### src/sv/retransmit_history_ring_unit_macros.svh
// ----------------------------------------------------------------------------
// Retransmit history ring assertion macros
// Concurrent assertion wrappers, compiled out when SYNTH is defined.
// ----------------------------------------------------------------------------
`ifndef RETRANSMIT_HISTORY_RING_UNIT_MACROS_SVH
`define RETRANSMIT_HISTORY_RING_UNIT_MACROS_SVH

`ifndef SYNTH
`define RHR_ASSERT(lbl, clk, rstn, prop) \
	lbl: assert property (@(posedge clk) disable iff (!rstn) prop) \
	else $error("rhr assertion failed");
`define RHR_NEVER(lbl, clk, rstn, expr) \
	lbl: assert property (@(posedge clk) disable iff (!rstn) !(expr)) \
	else $error("rhr forbidden condition");
`else
`define RHR_ASSERT(lbl, clk, rstn, prop)
`define RHR_NEVER(lbl, clk, rstn, expr)
`endif

`endif

### src/sv/rhr_pkg.sv
// ----------------------------------------------------------------------------
// Retransmit history ring package
// Shared types, codes and defaults.
// ----------------------------------------------------------------------------
package rhr_pkg;

	localparam int DEPTH_DEF = 32;
	localparam logic [5:0] THR_RST = 6'd25;

	typedef enum logic [1:0] {
		OP_ADD      = 2'd0,
		OP_FIND_SEQ = 2'd1,
		OP_FIND_KEY = 2'd2,
		OP_CONFIRM  = 2'd3
	} op_t;

	typedef enum logic [1:0] {
		STS_OK        = 2'd0,
		STS_FULL      = 2'd1,
		STS_NOT_FOUND = 2'd2,
		STS_BEYOND    = 2'd3
	} status_t;

	typedef enum logic [2:0] {
		S_IDLE,
		S_EXEC,
		S_SCAN,
		S_SHIFT,
		S_DONE
	} state_t;

	typedef struct packed {
		logic [1:0]  operation;
		logic [31:0] seq_number;
		logic [31:0] fragment_handle;
		logic [15:0] sender_id;
		logic [31:0] message_index;
	} req_t;

	typedef struct packed {
		logic [1:0]  status;
		logic [31:0] handle_out;
		logic [31:0] seq_out;
		logic        flush_request;
		logic [5:0]  occupancy;
	} rsp_t;

	typedef struct packed {
		logic [31:0] handle;
		logic [15:0] sender;
		logic [31:0] msg_index;
	} entry_t;

	typedef struct packed {
		logic rot;
		logic we;
	} chain_ctl_t;

endpackage

### src/sv/rhr_cell.sv
// ----------------------------------------------------------------------------
// Retransmit history ring cell
// One ring entry: loads a new entry or takes its neighbor's on rotate.
// ----------------------------------------------------------------------------
module rhr_cell (
	input  logic            clk,
	input  logic            rot,
	input  logic            we,
	input  rhr_pkg::entry_t wdata,
	input  rhr_pkg::entry_t nbr,
	output rhr_pkg::entry_t ent
);

	rhr_pkg::entry_t ent_q;

	always_ff @(posedge clk) begin
		if (we) begin
			ent_q <= wdata;
		end else if (rot) begin
			ent_q <= nbr;
		end
	end

	assign ent = ent_q;

endmodule

### src/sv/rhr_chain.sv
// ----------------------------------------------------------------------------
// Retransmit history ring cell chain
// Row of cells closed into a ring; cell 0 is the read point.
// ----------------------------------------------------------------------------
module rhr_chain #(
	parameter int DEPTH = rhr_pkg::DEPTH_DEF,
	parameter int CW    = $clog2(DEPTH + 1)
) (
	input  logic                clk,
	input  rhr_pkg::chain_ctl_t ctl,
	input  logic [CW-1:0]       widx,
	input  rhr_pkg::entry_t     wdata,
	output rhr_pkg::entry_t     front
);

	rhr_pkg::entry_t ents [DEPTH];

	for (genvar i = 0; i < DEPTH; i++) begin : g_cell
		rhr_cell u_cell (
			.clk   (clk),
			.rot   (ctl.rot),
			.we    (ctl.we && (widx == CW'(i))),
			.wdata (wdata),
			.nbr   (ents[(i + 1) % DEPTH]),
			.ent   (ents[i])
		);
	end

	assign front = ents[0];

endmodule

### src/sv/retransmit_history_ring_unit.sv
// ----------------------------------------------------------------------------
// Retransmit history ring unit
// Ring of sent fragments for retransmission with add, lookup and confirm.
// ----------------------------------------------------------------------------
//  channel | valid     | stall     | payload
//  --------+-----------+-----------+----------
//  request | req_valid | req_stall | req
//  result  | rsp_valid | rsp_stall | rsp
//  config  | cfg_we    | -         | cfg_wdata
//
//  Add and non-shifting confirm: EXEC goes straight to DONE, no rotation.
//  Lookups: EXEC, then SCAN for one full rotation of the cell ring, then DONE.
//  Confirm releasing d entries: EXEC, then SHIFT with one rotation step per entry.
//  No clearing pass after reset; entries are read only while live.
//  A stalled result register blocks completion of the next request only.
// ----------------------------------------------------------------------------
`include "retransmit_history_ring_unit_macros.svh"

module retransmit_history_ring_unit #(
	parameter int DEPTH = rhr_pkg::DEPTH_DEF
) (
	input  logic          clk,
	input  logic          arst_n,
	input  logic          req_valid,
	output logic          req_stall,
	input  rhr_pkg::req_t req,
	output logic          rsp_valid,
	input  logic          rsp_stall,
	output rhr_pkg::rsp_t rsp,
	input  logic          cfg_we,
	input  logic [5:0]    cfg_wdata
);

	localparam int CW = $clog2(DEPTH + 1);
	localparam int AW = $clog2(DEPTH);

	rhr_pkg::state_t     state_q, state_nxt;
	rhr_pkg::req_t       req_q;
	rhr_pkg::rsp_t       res_q, rsp_q;
	rhr_pkg::rsp_t       res_d, rsp_d;
	rhr_pkg::chain_ctl_t ctl;
	rhr_pkg::entry_t     wdata, front;
	logic                rsp_valid_q;
	logic [31:0]         head_q, tail_q;
	logic [CW-1:0]       cnt_q, d_q;
	logic [AW-1:0]       k_q, tgt_q;
	logic [5:0]          thr_q;
	logic                win_q, found_q;
	logic [31:0]         diff, cnt32, back;
	logic                full, flush, in_conf, stale, out_free, publish, hit;
	logic                k_last;

	assign diff     = req_q.seq_number - tail_q;
	assign cnt32    = 32'(cnt_q);
	assign full     = (cnt_q == CW'(DEPTH));
	assign flush    = (cnt32 >= 32'(thr_q));
	assign in_conf  = (diff <= cnt32);
	assign back     = tail_q - req_q.seq_number;
	assign stale    = !back[31];
	assign out_free = !rsp_valid_q || !rsp_stall;
	assign k_last   = (k_q == AW'(DEPTH - 1));

	assign hit = !found_q && (
		(req_q.operation == rhr_pkg::OP_FIND_SEQ && win_q && k_q == tgt_q) ||
		(req_q.operation == rhr_pkg::OP_FIND_KEY && (32'(k_q) < cnt32) &&
		 front.sender == req_q.sender_id && front.msg_index == req_q.message_index));

	always_comb begin
		state_nxt = state_q;
		unique case (state_q)
			rhr_pkg::S_IDLE: begin
				if (req_valid) state_nxt = rhr_pkg::S_EXEC;
			end
			rhr_pkg::S_EXEC: begin
				unique case (req_q.operation)
					rhr_pkg::OP_FIND_SEQ, rhr_pkg::OP_FIND_KEY: state_nxt = rhr_pkg::S_SCAN;
					rhr_pkg::OP_CONFIRM: begin
						if (in_conf && diff != 32'd0) state_nxt = rhr_pkg::S_SHIFT;
						else state_nxt = rhr_pkg::S_DONE;
					end
					default: state_nxt = rhr_pkg::S_DONE;
				endcase
			end
			rhr_pkg::S_SCAN: begin
				if (k_last) state_nxt = rhr_pkg::S_DONE;
			end
			rhr_pkg::S_SHIFT: begin
				if (d_q == CW'(1)) state_nxt = rhr_pkg::S_DONE;
			end
			rhr_pkg::S_DONE: begin
				if (out_free) state_nxt = rhr_pkg::S_IDLE;
			end
			default: state_nxt = rhr_pkg::S_IDLE;
		endcase
	end

	always_comb begin
		req_stall = (state_q != rhr_pkg::S_IDLE);
		ctl.rot   = (state_q == rhr_pkg::S_SCAN) || (state_q == rhr_pkg::S_SHIFT);
		ctl.we    = (state_q == rhr_pkg::S_EXEC) &&
			(req_q.operation == rhr_pkg::OP_ADD) && !full;
		publish   = (state_q == rhr_pkg::S_DONE) && out_free;
	end

	always_comb begin
		res_d = res_q;
		if (state_q == rhr_pkg::S_EXEC) begin
			res_d = '0;
			unique case (req_q.operation)
				rhr_pkg::OP_ADD: begin
					res_d.status        = full ? rhr_pkg::STS_FULL : rhr_pkg::STS_OK;
					res_d.seq_out       = head_q;
					res_d.flush_request = flush;
				end
				rhr_pkg::OP_FIND_SEQ, rhr_pkg::OP_FIND_KEY: begin
					res_d.status = rhr_pkg::STS_NOT_FOUND;
				end
				default: begin
					res_d.status = (in_conf || stale) ? rhr_pkg::STS_OK
						: rhr_pkg::STS_BEYOND;
				end
			endcase
		end else if (state_q == rhr_pkg::S_SCAN && hit) begin
			res_d.status     = rhr_pkg::STS_OK;
			res_d.handle_out = front.handle;
			res_d.seq_out    = tail_q + 32'(k_q);
		end
	end

	always_comb begin
		rsp_d           = res_q;
		rsp_d.occupancy = 6'(cnt_q);
	end

	assign wdata.handle    = req_q.fragment_handle;
	assign wdata.sender    = req_q.sender_id;
	assign wdata.msg_index = req_q.message_index;

	rhr_chain #(
		.DEPTH (DEPTH),
		.CW    (CW)
	) u_chain (
		.clk   (clk),
		.ctl   (ctl),
		.widx  (cnt_q),
		.wdata (wdata),
		.front (front)
	);

	always_ff @(posedge clk) begin
		if (state_q == rhr_pkg::S_IDLE && req_valid) begin
			req_q <= req;
		end
		if (state_q == rhr_pkg::S_EXEC) begin
			win_q   <= (diff < cnt32);
			tgt_q   <= diff[AW-1:0];
			found_q <= 1'b0;
		end else if (state_q == rhr_pkg::S_SCAN && hit) begin
			found_q <= 1'b1;
		end
		res_q <= res_d;
		if (publish) begin
			rsp_q <= rsp_d;
		end
	end

	always_ff @(posedge clk or negedge arst_n) begin
		if (!arst_n) begin
			state_q     <= rhr_pkg::S_IDLE;
			head_q      <= '0;
			tail_q      <= '0;
			cnt_q       <= '0;
			d_q         <= '0;
			k_q         <= '0;
			thr_q       <= rhr_pkg::THR_RST;
			rsp_valid_q <= 1'b0;
		end else begin
			state_q <= state_nxt;
			if (cfg_we) thr_q <= cfg_wdata;
			if (ctl.we) begin
				head_q <= head_q + 32'd1;
				cnt_q  <= cnt_q + CW'(1);
			end
			if (state_q == rhr_pkg::S_EXEC && req_q.operation == rhr_pkg::OP_CONFIRM &&
			    in_conf && diff != 32'd0) begin
				tail_q <= req_q.seq_number;
				cnt_q  <= cnt_q - diff[CW-1:0];
				d_q    <= diff[CW-1:0];
			end else if (state_q == rhr_pkg::S_SHIFT) begin
				d_q <= d_q - CW'(1);
			end
			if (state_q == rhr_pkg::S_SCAN) begin
				k_q <= k_last ? '0 : k_q + AW'(1);
			end
			if (publish) begin
				rsp_valid_q <= 1'b1;
			end else if (!rsp_stall) begin
				rsp_valid_q <= 1'b0;
			end
		end
	end

	assign rsp_valid = rsp_valid_q;
	assign rsp       = rsp_q;

	`RHR_NEVER(a_cnt_range, clk, arst_n, cnt_q > CW'(DEPTH))
	`RHR_ASSERT(a_window, clk, arst_n, (head_q - tail_q) == 32'(cnt_q))
	`RHR_NEVER(a_shift_zero, clk, arst_n, state_q == rhr_pkg::S_SHIFT && d_q == '0)
	`RHR_ASSERT(a_rsp_src, clk, arst_n, $rose(rsp_valid_q) |-> $past(state_q == rhr_pkg::S_DONE))
	`RHR_ASSERT(a_scan_end, clk, arst_n, (state_q == rhr_pkg::S_SCAN && k_last) |=> (state_q == rhr_pkg::S_DONE && k_q == '0))

endmodule
### config.mk
export PLATFORM = sky130hd
export DESIGN_NAME = retransmit_history_ring_unit
export DESIGN_NICKNAME = d
export VERILOG_FILES = /design/src/sv/rhr_pkg.sv /design/src/sv/rhr_cell.sv /design/src/sv/rhr_chain.sv /design/src/sv/retransmit_history_ring_unit.sv
export VERILOG_INCLUDE_DIRS = /design/src /design/src/sv
export SDC_FILE = /design/constraint.sdc
export NUM_CORES = 2
export LEC_CHECK = 0
export BUFFER_PORTS_ARGS = -buffer_cell sky130_fd_sc_hd__buf_2
export CAP_MARGIN = 20
export CORE_ASPECT_RATIO = 0.75
export CORE_MARGIN = 8
export CORE_UTILIZATION = 38
export CTS_CLUSTER_DIAMETER = 50
export DETAILED_ROUTE_END_ITERATION = 8
export GPL_TIMING_DRIVEN = 0
export PLACE_DENSITY_LB_ADDON = 0.25
export SYNTH_ARGS = -nofsm -noshare
export SYNTH_HDL_FRONTEND = slang
export SYNTH_SLANG_ARGS = --single-unit
### constraint.sdc
create_clock -name clk -period 9.6 [get_ports clk]
set_clock_uncertainty 0.15 [all_clocks]
set_input_delay 0.48 -clock clk [delete_from_list [all_inputs] [get_ports clk]]
set_output_delay 0.48 -clock clk [all_outputs]
set_load 0.005 [all_outputs]
### Yosys cells after proc, flatten, opt, wreduce, memory -nomap -nowiden

Cells that the tools add are included.

| storage, ports and cells | value |
|---|---|
| bits in registers | 2912 |
| latch bits | 0 |
| memory bits (writable) | 0 |
| bits in read-only memories | 0 |
| bits of input ports | 125 |
| output and inout bits | 75 |
| logic and storage cells | 364 |
| memories kept | 0 |

| cells by class | value |
|---|---|
| $add $sub $neg | 8 |
| $mul | 0 |
| divide/modulo/power cells | 0 |
| magnitude comparators | 4 |
| eq/ne operators | 49 |
| shift-type cells | 0 |
| multiplexer cells | 84 |
| bitwise gates (word level) | 0 |
| reductions and logical operators | 98 |

Operators by type and width:

| cell | number |
|---|---|
| $mux 80 | 64 |
| $mux 66 | 2 |
| $eq 6x5->1 const B | 16 |
| $reduce_bool 2->1 | 35 |
| $sub 32x32->32 | 2 |
| $eq 6x4->1 const B | 8 |
| $logic_and 1x1->1 | 47 |
| $mux 33 | 1 |
| $add 32x1->32 const B | 1 |
| $add 32x5->32 | 1 |
| $eq 32x32->1 | 1 |
| $le 32x6->1 | 1 |
| $lt 32x6->1 | 1 |
| $reduce_bool 32->1 | 1 |
| $eq 6x3->1 const B | 4 |
| $mux 6 | 4 |
| $eq 16x16->1 | 1 |
| $mux 3 | 5 |
| $pmux 3 s5 | 1 |
| $eq 6x1->1 const B | 2 |
| $eq 6x2->1 const B | 2 |
| $ne 2x2->1 const B | 4 |
| $add 6x1->6 const B | 1 |
| $eq 3x2->1 const B | 2 |
| other kinds (26) | 36 |

### Depth between registers and ports, before layout

| depth | value |
|---|---|
| depth after elaboration | 9 |
| mapped depth | 27 |
| depth with buffers taken out | 27 |

### Cells and area by module

Synthesis repeated with hierarchy kept, for this count alone.

| unflattened totals | value |
|---|---|
| cells, all modules | 7041 |
| area total of the unflattened synthesis | 138686.8 um^2 |

Modules (own cells, without submodules):

| module | instances | cells an instance | area each (um^2) | sequential area each (um^2) |
|---|---|---|---|---|
| rhr_cell | 32 | 170 | 3777.4 | 2402.3 |
| retransmit_history_ring_unit | 1 | 1554 | 17571.9 | 9788.1 |
| rhr_chain | 1 | 47 | 239.0 | 0.0 |

### Worst setup path before layout

No wires, ideal clock.

| timing path | value |
|---|---|
| path kind | register to register |
| from | register state_q[0] |
| to | register u_chain.g_cell[13].u_cell.ent_q, in the netlist u_chain.g_cell[13].u_cell.ent[0], enable pin |
| library setup time | 629 ps |
| arrival | 7113 ps |
| data required time | 8821 ps |
| setup slack | 1708 ps |
| cell stages (with the launch flop) | 8 |
| buffers on the path | 2 |
| clock period less this slack | 7892 ps |
| path through | dfrtp_1 clkbuf_1 nand2_1 clkinv_1 nand2_1 or3_1 clkbuf_1 o21ai_0 |

| between the ends | value |
|---|---|
| longest elaborated chain between the ends | 5 |
| elaborated cells between the ends (all ways) | 8 |
| classes of those cells | eq/ne: 3; reduce/logical: 5 |

RTL lines:

| item | RTL line | text |
|---|---|---|
| start, declared | retransmit_history_ring_unit.sv:37 | `rhr_pkg::state_t state_q, state_nxt;` |
| start signal, assigned | retransmit_history_ring_unit.sv:169 | `state_q <= rhr_pkg::S_IDLE;` |
| start signal, assigned | retransmit_history_ring_unit.sv:178 | `state_q <= state_nxt;` |
| $eq 3x1->1 | retransmit_history_ring_unit.sv:100 | `ctl.we = (state_q == rhr_pkg::S_EXEC) &&` |
| $logic_and 1x1->1 | retransmit_history_ring_unit.sv:100 |  |
| $logic_and 1x1->1 | retransmit_history_ring_unit.sv:101 | `(req_q.operation == rhr_pkg::OP_ADD) && !full;` |
| $logic_and 1x1->1 | rhr_chain.sv:22 | `.we (ctl.we && (widx == CW'(i))),` |
| $reduce_bool 2->1 (no source line) * | n/a |  |
| end signal, assigned | rhr_cell.sv:18 | `ent_q <= wdata;` |
| end signal, assigned | rhr_cell.sv:20 | `ent_q <= nbr;` |
| end, declared | rhr_cell.sv:14 | `rhr_pkg::entry_t ent_q;` |

Every way passes the cells marked *; elsewhere a longest branch is shown, timed or not.
A chain may end at the register's enable or synchronous reset.

### Worst setup path after layout

| timing path | value |
|---|---|
| from | register req_q[39] (netlist name) |
| to | register res_q[26] (netlist name), enable pin |

| between the ends | value |
|---|---|
| longest elaborated chain between the ends | 7 |

RTL lines:

| item | RTL line | text |
|---|---|---|
| start, declared | retransmit_history_ring_unit.sv:38 | `rhr_pkg::req_t req_q;` |
| start signal, assigned | retransmit_history_ring_unit.sv:152 | `req_q <= req;` |
| $eq 16x16->1 | retransmit_history_ring_unit.sv:66 | `front.sender == req_q.sender_id && front.msg_index == req_q.message_index));` |
| $logic_and 1x1->1 | retransmit_history_ring_unit.sv:65 | `(req_q.operation == rhr_pkg::OP_FIND_KEY && (32'(k_q) < cnt32) &&` |
| $logic_and 1x1->1 | retransmit_history_ring_unit.sv:66 |  |
| $logic_or 1x1->1 | retransmit_history_ring_unit.sv:64 | `(req_q.operation == rhr_pkg::OP_FIND_SEQ && win_q && k_q == tgt_q) \|\|` |
| $logic_and 1x1->1 | retransmit_history_ring_unit.sv:63 | `assign hit = !found_q && (` |
| $logic_and 1x1->1 | retransmit_history_ring_unit.sv:123 | `end else if (state_q == rhr_pkg::S_SCAN && hit) begin` |
| $reduce_bool 2->1 (no source line) | n/a |  |
| end signal, assigned | retransmit_history_ring_unit.sv:161 | `res_q <= res_d;` |
| end, declared | retransmit_history_ring_unit.sv:39 | `rhr_pkg::rsp_t res_q, rsp_q;` |

Every way passes these cells.

==> results.json <==
{
  "syn_nets": 7465,
  "post_cts_resized": 0,
  "io_pins": 200,
  "crit_path_start_kind": "flip-flop",
  "postSynth.asyncResetShare": 0.03125,
  "pre_cts_slack_ps": 2375,
  "dp.cells": 11910,
  "synth_ff_type": "edfxtp_1",
  "cts-htree-levels": 5,
  "outcome": "complete, no violations",
  "postRouteAntennaNets": 0,
  "cp_max_fo": 34,
  "cts_buffers": 309,
  "layout_common_cells": "edfxtp_1 (2788), mux2_2 (2533), clkbuf_1 (586), clkbuf_16 (316), nand2_1 (227)",
  "ys_warn_count": 0,
  "final_cell_count_no_fill": 12610,
  "syn_area_mm2": 0.1250,
  "area_growth_pct": 16.92,
  "cp.buffers_inverters": 4,
  "cts_root_buf": "clkbuf_16",
  "syn_inst": 7239,
  "ys_ff_latch": 2912,
  "yosys.area.top_type_share": 0.6698,
  "place.gp.congestion": 0.8496,
  "clk_pin_slew_ps": 60,
  "holdWs_ps": 71.03,
  "clkLatencyLatePin_ps": 890,
  "dr_total_vias": 67870,
  "drc": 0,
  "arrival_ps": 7130,
  "crit_path_cell_trace": "xnor2_1, nand4_1, nor4_1, nand3_1, nor4_2, buf_6, o211ai_1, a21oi_1, nor2b_1, clkbuf_1, clkbuf_1, buf_8, or2_2",
  "cpLargestDelayFamily": "simple AND/OR/NAND/NOR gates",
  "io_buffers": 199,
  "die_area_mm2": 0.3477,
  "grtUsageTotal": 0.1988,
  "clock.fmax_mhz": 147.1,
  "die_h_um": 512.7,
  "grt_pass1_vias": 68280,
  "grt_max_degree": 49,
  "p_total_mw": 37.44,
  "gr-total-overflow": 0,
  "avgSynthCellArea_um2": 17.27,
  "holdBufCountCts": 133,
  "ir_drop_v": 0.0002028,
  "synth-edff-count": 2788,
  "layout-drive-gt1-share": 0.4145,
  "std_cell_rows": 182,
  "synth_cell_types": 77,
  "finalCritPeriodShare": 0.7082,
  "endpoint_kind": "flip-flop",
  "wl_mm": 355.7,
  "vias_per_cell": 5.384,
  "cts_tree": "built",
  "post_cts_buffers": 0,
  "first_iter_violations": 7122,
  "fin_crit_ps": 6799,
  "synth.area.top_cells": "edfxtp_1 (67%), mux2_2 (23%), dfrtp_1 (1.8%)",
  "clock-sinks": 2912,
  "initial_core_util": 0.3814,
  "setup_viol": 0,
  "yosys.area.top_type": "edfxtp_1",
  "power_density_mw_per_mm2": 256.2,
  "drv_cap": 0,
  "critical_path_class": "reg -> reg",
  "core_mm2": 0.3277,
  "grt_pass1_wl_mm": 509.0,
  "rsz0062_at_grt": "false",
  "cts_buffer_depth": 4,
  "slowest_delay_ps": 810,
  "leakagePower_nw": 48.76,
  "worstPathRequired_ps": 9930,
  "dpl.hpwl_mm": 245.4,
  "layout_setup_ws_ps": 2801,
  "crit_slowest_cell": "xnor2_1",
  "ys_seq_area_frac": 0.6933,
  "drt-wirelength-per-cell_um": 28.21,
  "drv_slew": 0,
  "layout_commonest_cell": "edfxtp_1",
  "antenna_found_initial": 27,
  "nets": 8262,
  "worst_pin_slew_ps": 1219,
  "critPathMostFrequentCell": "clkbuf_1",
  "worst_hold_path_type": "in -> reg",
  "max-slew-margin-rel": 0.1870,
  "drtPass1Iterations": 5,
  "die_w_um": 678.3,
  "final_hold_viol_count": 0
}
## layer usage
layer	up-vias	wire [um]	share of wire	global-route usage
met5	-	0	0	0
met4	0	8369	0.024	0.04635
met3	458	26100	0.073	0.03723
met2	2377	154500	0.43	0.2958
met1	35640	166700	0.47	0.3003
li1	29390	-	-	-
## flip-flops by register name (all words and copies together), names as in the netlist
signal / flops
u_chain.g_cell.u_cell.ent: 2560
req_q: 114
rsp: 73
res_q: 67
head_q: 32
tail_q: 32
cnt_q: 6
d_q: 6
thr_q: 6
k_q: 5
tgt_q: 5
state_q: 3
found_q: 1
rsp_valid: 1
win_q: 1
## per-stage QoR
| stage | area [um2] | TNS (ps) | util |
|---|---|---|---|
| 2_1_floorplan | 125000 | 0 | - |
| 3_3_place_gp | 131400 | -6864740 | 0.4010 |
| 3_5_place_dp | 134900 | 0 | 0.4116 |
| 4_1_cts | 146000 | 0 | 0.4454 |
| 5_1_grt | 146100 | 0 | 0.4459 |
| 6_report | 146100 | 0 | 0.4460 |
## worst min-delay path: stages
cell and delay, ps:
buf_2 110, clkbuf_1 210, o21ai_0 230
## path summary, 6_finish.rpt
path                       startpoint    endpoint  slack, ps  cells past startpoint
setup / recovery            req_q[39]   res_q[26]       2800                     13
hold / removal                 cfg_we    thr_q[2]         70                      3
setup reg to reg            req_q[39]   res_q[26]       2800                     13
hold reg to reg              res_q[6]      rsp[6]        260                      0
max in group asynchronous      arst_n  head_q[26]       8540                      3
min in group asynchronous      arst_n   rsp_valid         80                      2
## cells by family after synthesis
group	count (synthesis)	synth area share
AND/OR/NAND/NOR	522	0.01941
buffers and inverters	672	0.02074
XOR/XNOR	134	0.009389
AO/OA/AOI/OAI	354	0.01772
flip-flops	2912	0.6933
adder cells (fa/ha/maj)	101	0.01029
multiplexers	2544	0.2291
## area by class of cell
type                       instances  area [um2]
fill                           28200      181500
sequential                      2912       86660
multi-input combinational       3655       36140
clock buffer                     394        8300
timing repair buffer             486        5550
tap                             4324        5410
buffer                           569        2232
clock inverter                   158        1448
inverter                         103       386.6
antenna                            5       12.51
## power breakdown
| part | switching, mW | internal, mW | leakage, nW | total [mW] |
|---|---|---|---|---|
| clock network | 5.13 | 6.68 | 4.75 | 11.8 |
| logic | 4.46 | 2.54 | 16.8 | 7.00 |
| registers | 0.920 | 17.7 | 27.2 | 18.6 |
| total | 10.5 | 26.9 | 48.8 | 37.4 |
## cell usage after synthesis (all sizes together) (10+ instances only)
cell    instances
xor2           43
nand2         243
a211oi         10
o21ai         153
nand2b         18
nor3           33
nor4           15
ha             98
a21o           18
nor2           78
mux2         2537
a21oi          74
and3           13
a22o           31
nand3          37
inv           101
edfxtp       2788
buf            27
dfxtp          33
dfrtp          88
nand4          39
clkbuf        542
xnor2          91
No activity file was read; power rests on OpenSTA's default activity.
